===== src/hw/rtl/imm_pkg.sv =====
// Shared types, constants and helper functions for the integer matrix multiply block.
// Used by imm_mac and integer_matrix_multiply_top; depends on nothing else.
`default_nettype none

package imm_pkg;

	localparam int MaxDim     = 8;
	localparam int IdxW       = $clog2(MaxDim);
	localparam int DimW       = 4;
	localparam int StoreDepth = MaxDim * MaxDim;
	localparam int AddrW      = $clog2(StoreDepth);
	localparam int ElemW      = 64;
	localparam int HalfW      = ElemW / 2;
	localparam int TypeW      = 3;
	localparam int CmdW       = 2;
	localparam int CfgIdxW    = 2;

	localparam logic [CmdW-1:0] CMD_LOAD_A  = 2'd0;
	localparam logic [CmdW-1:0] CMD_LOAD_B  = 2'd1;
	localparam logic [CmdW-1:0] CMD_COMPUTE = 2'd2;

	localparam logic [CfgIdxW-1:0] CFG_ROWS_M    = 2'd0;
	localparam logic [CfgIdxW-1:0] CFG_INNER_K   = 2'd1;
	localparam logic [CfgIdxW-1:0] CFG_COLS_N    = 2'd2;
	localparam logic [CfgIdxW-1:0] CFG_ELEM_TYPE = 2'd3;

	localparam logic [DimW-1:0]  DIM_RESET  = 4'd8;
	localparam logic [TypeW-1:0] TYPE_RESET = 3'd2;

	typedef enum logic [2:0] {
		ST_IDLE,
		ST_READ,
		ST_MAC,
		ST_WAIT,
		ST_FIN
	} imm_state_t;

	typedef struct packed {
		logic start;
		logic first;
	} imm_mac_ctl_t;

	function automatic logic [DimW-1:0] clamp_dim(input logic [DimW-1:0] v);
		logic [DimW-1:0] r;
		r = v;
		if (v == '0) begin
			r = DimW'(1);
		end else if (v > DimW'(MaxDim)) begin
			r = DimW'(MaxDim);
		end
		return r;
	endfunction

	function automatic logic [ElemW-1:0] wrap_extend(input logic [ElemW-1:0] v,
			input logic [TypeW-1:0] t);
		logic [ElemW-1:0] r;
		logic ext;
		ext = 1'b0;
		r = v;
		case (t[1:0])
			2'd0: begin
				ext = ~t[2] & v[7];
				r = {{(ElemW-8){ext}}, v[7:0]};
			end
			2'd1: begin
				ext = ~t[2] & v[15];
				r = {{(ElemW-16){ext}}, v[15:0]};
			end
			2'd2: begin
				ext = ~t[2] & v[31];
				r = {{(ElemW-32){ext}}, v[31:0]};
			end
			default: begin
				r = v;
			end
		endcase
		return r;
	endfunction

endpackage

`default_nettype wire


===== src/hw/rtl/imm_mac.sv =====
// Multiply-accumulate unit: one shared 32x32 multiplier forms the low 64 bits of a
// 64x64 product in three passes and adds them into a wrapping accumulator. Uses imm_pkg.
`default_nettype none

module imm_mac (
	input  wire logic                         clk,
	input  wire logic                         arst_n,
	input  wire imm_pkg::imm_mac_ctl_t        ctl,
	input  wire logic [imm_pkg::ElemW-1:0]    a,
	input  wire logic [imm_pkg::ElemW-1:0]    b,
	output logic                              done,
	output logic [imm_pkg::ElemW-1:0]         acc
);

	logic [imm_pkg::ElemW-1:0] a_q;
	logic [imm_pkg::ElemW-1:0] b_q;
	logic [imm_pkg::ElemW-1:0] prod_q;
	logic [imm_pkg::ElemW-1:0] acc_q;
	logic [1:0]                ph_q;
	logic                      run_q;
	logic [imm_pkg::HalfW-1:0] op_a;
	logic [imm_pkg::HalfW-1:0] op_b;
	logic [imm_pkg::ElemW-1:0] mul_res;
	logic [imm_pkg::ElemW-1:0] addend;

	// Pass 0 forms the low by low product, passes 1 and 2 the two cross terms.
	always_comb begin
		op_a = a_q[imm_pkg::HalfW-1:0];
		op_b = b_q[imm_pkg::HalfW-1:0];
		if (ph_q == 2'd1) begin
			op_a = a_q[imm_pkg::ElemW-1:imm_pkg::HalfW];
		end else if (ph_q == 2'd2) begin
			op_b = b_q[imm_pkg::ElemW-1:imm_pkg::HalfW];
		end
		mul_res = op_a * op_b;
		if (ph_q == 2'd1) begin
			addend = prod_q;
		end else begin
			addend = {prod_q[imm_pkg::HalfW-1:0], {imm_pkg::HalfW{1'b0}}};
		end
	end

	always_ff @(posedge clk or negedge arst_n) begin
		if (!arst_n) begin
			run_q <= 1'b0;
			ph_q  <= 2'd0;
		end else if (ctl.start) begin
			run_q <= 1'b1;
			ph_q  <= 2'd0;
		end else if (run_q) begin
			ph_q <= ph_q + 2'd1;
			if (ph_q == 2'd3) begin
				run_q <= 1'b0;
			end
		end
	end

	always_ff @(posedge clk) begin
		if (ctl.start) begin
			a_q <= a;
			b_q <= b;
			if (ctl.first) begin
				acc_q <= '0;
			end
		end else if (run_q) begin
			prod_q <= mul_res;
			if (ph_q != 2'd0) begin
				acc_q <= acc_q + addend;
			end
		end
	end

	assign done = run_q && (ph_q == 2'd3);
	assign acc  = acc_q;

endmodule

`default_nettype wire


===== config.mk =====
export PLATFORM = sky130hd
export DESIGN_NAME = imm_mac
export DESIGN_NICKNAME = d
export VERILOG_FILES = /design/src/hw/rtl/imm_pkg.sv /design/src/hw/rtl/imm_mac.sv
export SDC_FILE = /design/constraint.sdc
export NUM_CORES = 2
export LEC_CHECK = 0
export BUFFER_PORTS_ARGS = -buffer_cell sky130_fd_sc_hd__buf_4
export CORE_ASPECT_RATIO = 1.5
export CORE_MARGIN = 8
export CORE_UTILIZATION = 28
export CTS_BUF_LIST = sky130_fd_sc_hd__clkbuf_2
export DETAILED_ROUTE_END_ITERATION = 8
export GPL_TIMING_DRIVEN = 0
export PLACE_DENSITY = 0.42
export SLEW_MARGIN = 25
export SYNTH_ARGS = -nofsm -noshare
export SYNTH_HDL_FRONTEND = slang
export SYNTH_SLANG_ARGS = --single-unit

===== constraint.sdc =====
create_clock -name clk -period 8.8 [get_ports clk]
set_clock_uncertainty 0.2 [all_clocks]
set_input_delay 0.88 -clock clk [delete_from_list [all_inputs] [get_ports clk]]
set_output_delay 0.88 -clock clk [all_outputs]
set_load 0.03 [all_outputs]

==> metrics.csv <==
metric;value;unit
final.setup.worst_slack;-0.359;ns
tightestPinTransition;1.00;ns
cts_max_path_buffers;3;
die_h;512;um
die_area;177000;um^2
reg2reg_capture_point;prod_q[60];
worstSkewPairLatency;1.42;ns
path_depth;32;
antenna_violating_nets_post_route;0;
dr_total_vias;37939;
layout.nets;6936;
areaGrowthSynthToFinish;30.4;%
critical_path_peak_fanout;10;
net_count_after_synthesis;6187;
kind_of_critical_path;flop to flop;
synthCells;4828;
yosys_most_used_dff;sky130_fd_sc_hd__edfxtp_1;
final_worst_path_cycle_share;1.04;
drt_drc_violations_left;0;
crit_top_cell;sky130_fd_sc_hd__fa_1;
clock_tree.root_cell;sky130_fd_sc_hd__clkbuf_2;
worst_r2r_startpoint;ph_q[1];
numClockSinks;259;
ys_async_sr_fraction;0.0116;
hold_path.class;input port to flop;
globalRouteTotalUtil;0.236;
wire_per_inst;27.6;um
busiest_layer;met2;
result_of_the_run;complete, but fails checks;
wl;214000;um
synth.most_common_cell;sky130_fd_sc_hd__inv_1;
synth.cells.most_frequent;sky130_fd_sc_hd__inv_1 (914), sky130_fd_sc_hd__fa_1 (897), sky130_fd_sc_hd__nor2_1 (747);
drive_above_1_share;0.210;
global_route.overflow_total;0;
hpwlAfterDp;173000;um
crit_path_start_kind;flop;
cts_inserted_buffers;70;
syn-cell-area;45900;um^2
post_synth_edffs;256;
met3_usage;0.0403;
cpPeakStageDelay;0.60;ns
layout.filler_cells;16620;
fin_worst_hold_slack;0.162;ns
yosysSeqAreaShare;0.169;
slew_headroom;0.333;
grtUsageMet1;0.264;
r2r_cells;32;
cts_tree;built;
routed_via_density;4.89;
setup_repair_after_global_routing_missed_its_margin;yes;
grt_start_max_net_pins;88;
report.final.hold_viol_count;0;
failed_checks;setup timing;
core_area;164000;um^2
numPortBuffers;196;
finalMaxSlewViolations;0;
fp.dieW;347;um
setup_violations;25;
multiInputGateArea;36000;um^2
postSynthRegisterBits;259;
syn_avg_cell_area;9.51;um^2
grt_util_met2;0.414;
first_pass_grt_wire_length;299000;um
critical_path_required;9.58;ns
start_util;0.281;
worst_setup_path_endpoint;prod_q[60];
seqCellArea;7760;um^2
cts.htree.levels;3;
crit_slowest_cell;sky130_fd_sc_hd__fa_1;
vias_in_the_first_global_route;40944;
yosysWarningCount;0;
gpl.final_weighted_congestion;1.00;
io_pins;197;
path_buf_inv;10;
kind_of_end_point_of_the_critical_path;flop;
drt_iter0_drc;2298;
yosys.area.top_type;sky130_fd_sc_hd__fa_1;
post_synth_num_cell_types;81;
largest_delay_share_family_worst_path;adder cells;
clkTransAtPathRegs;0.11;ns
timing.fmax;109;MHz
std_cell_rows;182;
timing.final.crit_period;9.16;ns
max_cap_viol_count;0;
post-synth-top-area-fraction;0.391;
synth_top_cells_by_area;sky130_fd_sc_hd__fa_1 (39%), sky130_fd_sc_hd__edfxtp_1 (17%), sky130_fd_sc_hd__ha_1 (9.0%), sky130_fd_sc_hd__inv_1 (7.5%), sky130_fd_sc_hd__nor2_1 (6.1%);
worst-r2r-setup-slack;-0.36;ns
crit_path_start;ph_q[1];
firstDrtPassIters;6;
critPathArrivalTime;9.94;ns
initial_antenna_violation_count;7;
==> sequential cells by signal, indices dropped and copies added (netlist names) <==
signal	cells
a_q	64
acc	64
b_q	64
ph_q	2
prod_q	64
run_q	1
==> cells by family after synthesis <==
| group | synth area share |
|---|---|
| mux | 0.0394 |
| xor+xnor | 0.0204 |
| flops | 0.169 |
| buf+inv | 0.0933 |
| simple gates | 0.132 |
| compound gates | 0.0645 |
| fa+ha+maj | 0.481 |
==> how the worst min path moves through the flow <==
stage	depth (start not counted)	slack, ns	end	from
floorplan	2	0.34	ph_q[1]	ph_q[1]
global placement	2	0.37	ph_q[1]	ph_q[1]
detailed placement	2	0.38	ph_q[1]	ph_q[1]
CTS	2	0.001	b_q[5]	b[5]
global route	2	0.09	b_q[54]	b[54]
finish	2	0.16	b_q[28]	b[28]
==> cells in the final DEF (no fill, tap or decap), types with 54 or more instances in the layout <==
| cell | count |
|---|---|
| sky130_fd_sc_hd__fa_2 | 73 |
| sky130_fd_sc_hd__mux2_2 | 65 |
| sky130_fd_sc_hd__inv_1 | 874 |
| sky130_fd_sc_hd__xnor2_1 | 55 |
| sky130_fd_sc_hd__buf_12 | 58 |
| sky130_fd_sc_hd__dlygate4sd3_1 | 220 |
| sky130_fd_sc_hd__nor2_1 | 719 |
| sky130_fd_sc_hd__a21o_1 | 72 |
| sky130_fd_sc_hd__clkbuf_1 | 54 |
| sky130_fd_sc_hd__buf_4 | 374 |
| sky130_fd_sc_hd__o21ai_0 | 56 |
| sky130_fd_sc_hd__clkbuf_2 | 109 |
| sky130_fd_sc_hd__fa_1 | 824 |
| sky130_fd_sc_hd__a21oi_1 | 115 |
| sky130_fd_sc_hd__ha_1 | 307 |
| sky130_fd_sc_hd__mux2i_4 | 54 |
| sky130_fd_sc_hd__edfxtp_1 | 256 |
| sky130_fd_sc_hd__nand2_1 | 518 |
==> stage by stage <==
step                std cells  setup slack (ns)  utilization  area, um^2  TNS (ns)
global route             7750            -0.517        0.366       59800     -8.69
detailed placement       7156             -3.59        0.311       50800   -118.88
finish                   7753            -0.359        0.366       59900     -4.46
global placement         7140             -4.54        0.306       50000   -167.55
floorplan                4828          0.000646            -       45900         0
CTS                      7665            -0.323        0.357       58400     -3.79
==> per-layer routing <==
layer  vias up  part of all wire
met3       583             0.057
li1      16519                 -
met4         6             0.086
met2      1558              0.49
met5         -           0.00011
met1     19273              0.37
==> cell type report <==
| cell class | instances | area share |
|---|---|---|
| tap | 2116 | 0.0442 |
| inverter | 914 | 0.0573 |
| clock buffer | 92 | 0.00769 |
| clock inverter | 32 | 0.00506 |
| multi-input combinational | 3431 | 0.602 |
| buffer | 212 | 0.0413 |
| timing repair buffer | 689 | 0.113 |
| antenna | 8 | 0.000334 |
| sequential | 259 | 0.130 |
==> repair_timing <==
item / CTS / global route
pin swaps: 81 / 136
hold endpoints to repair: 209 / 0
hold buffers: 220 / 0
gates cloned: 4 / 2
resized for setup: 676 / 239
setup buffers: 170 / 86
setup endpoints to repair: 52 / 35
Power is left out: the tool's default activity adds up to more than one toggle a clock period on the data nets, which glitch-free logic cannot reach.
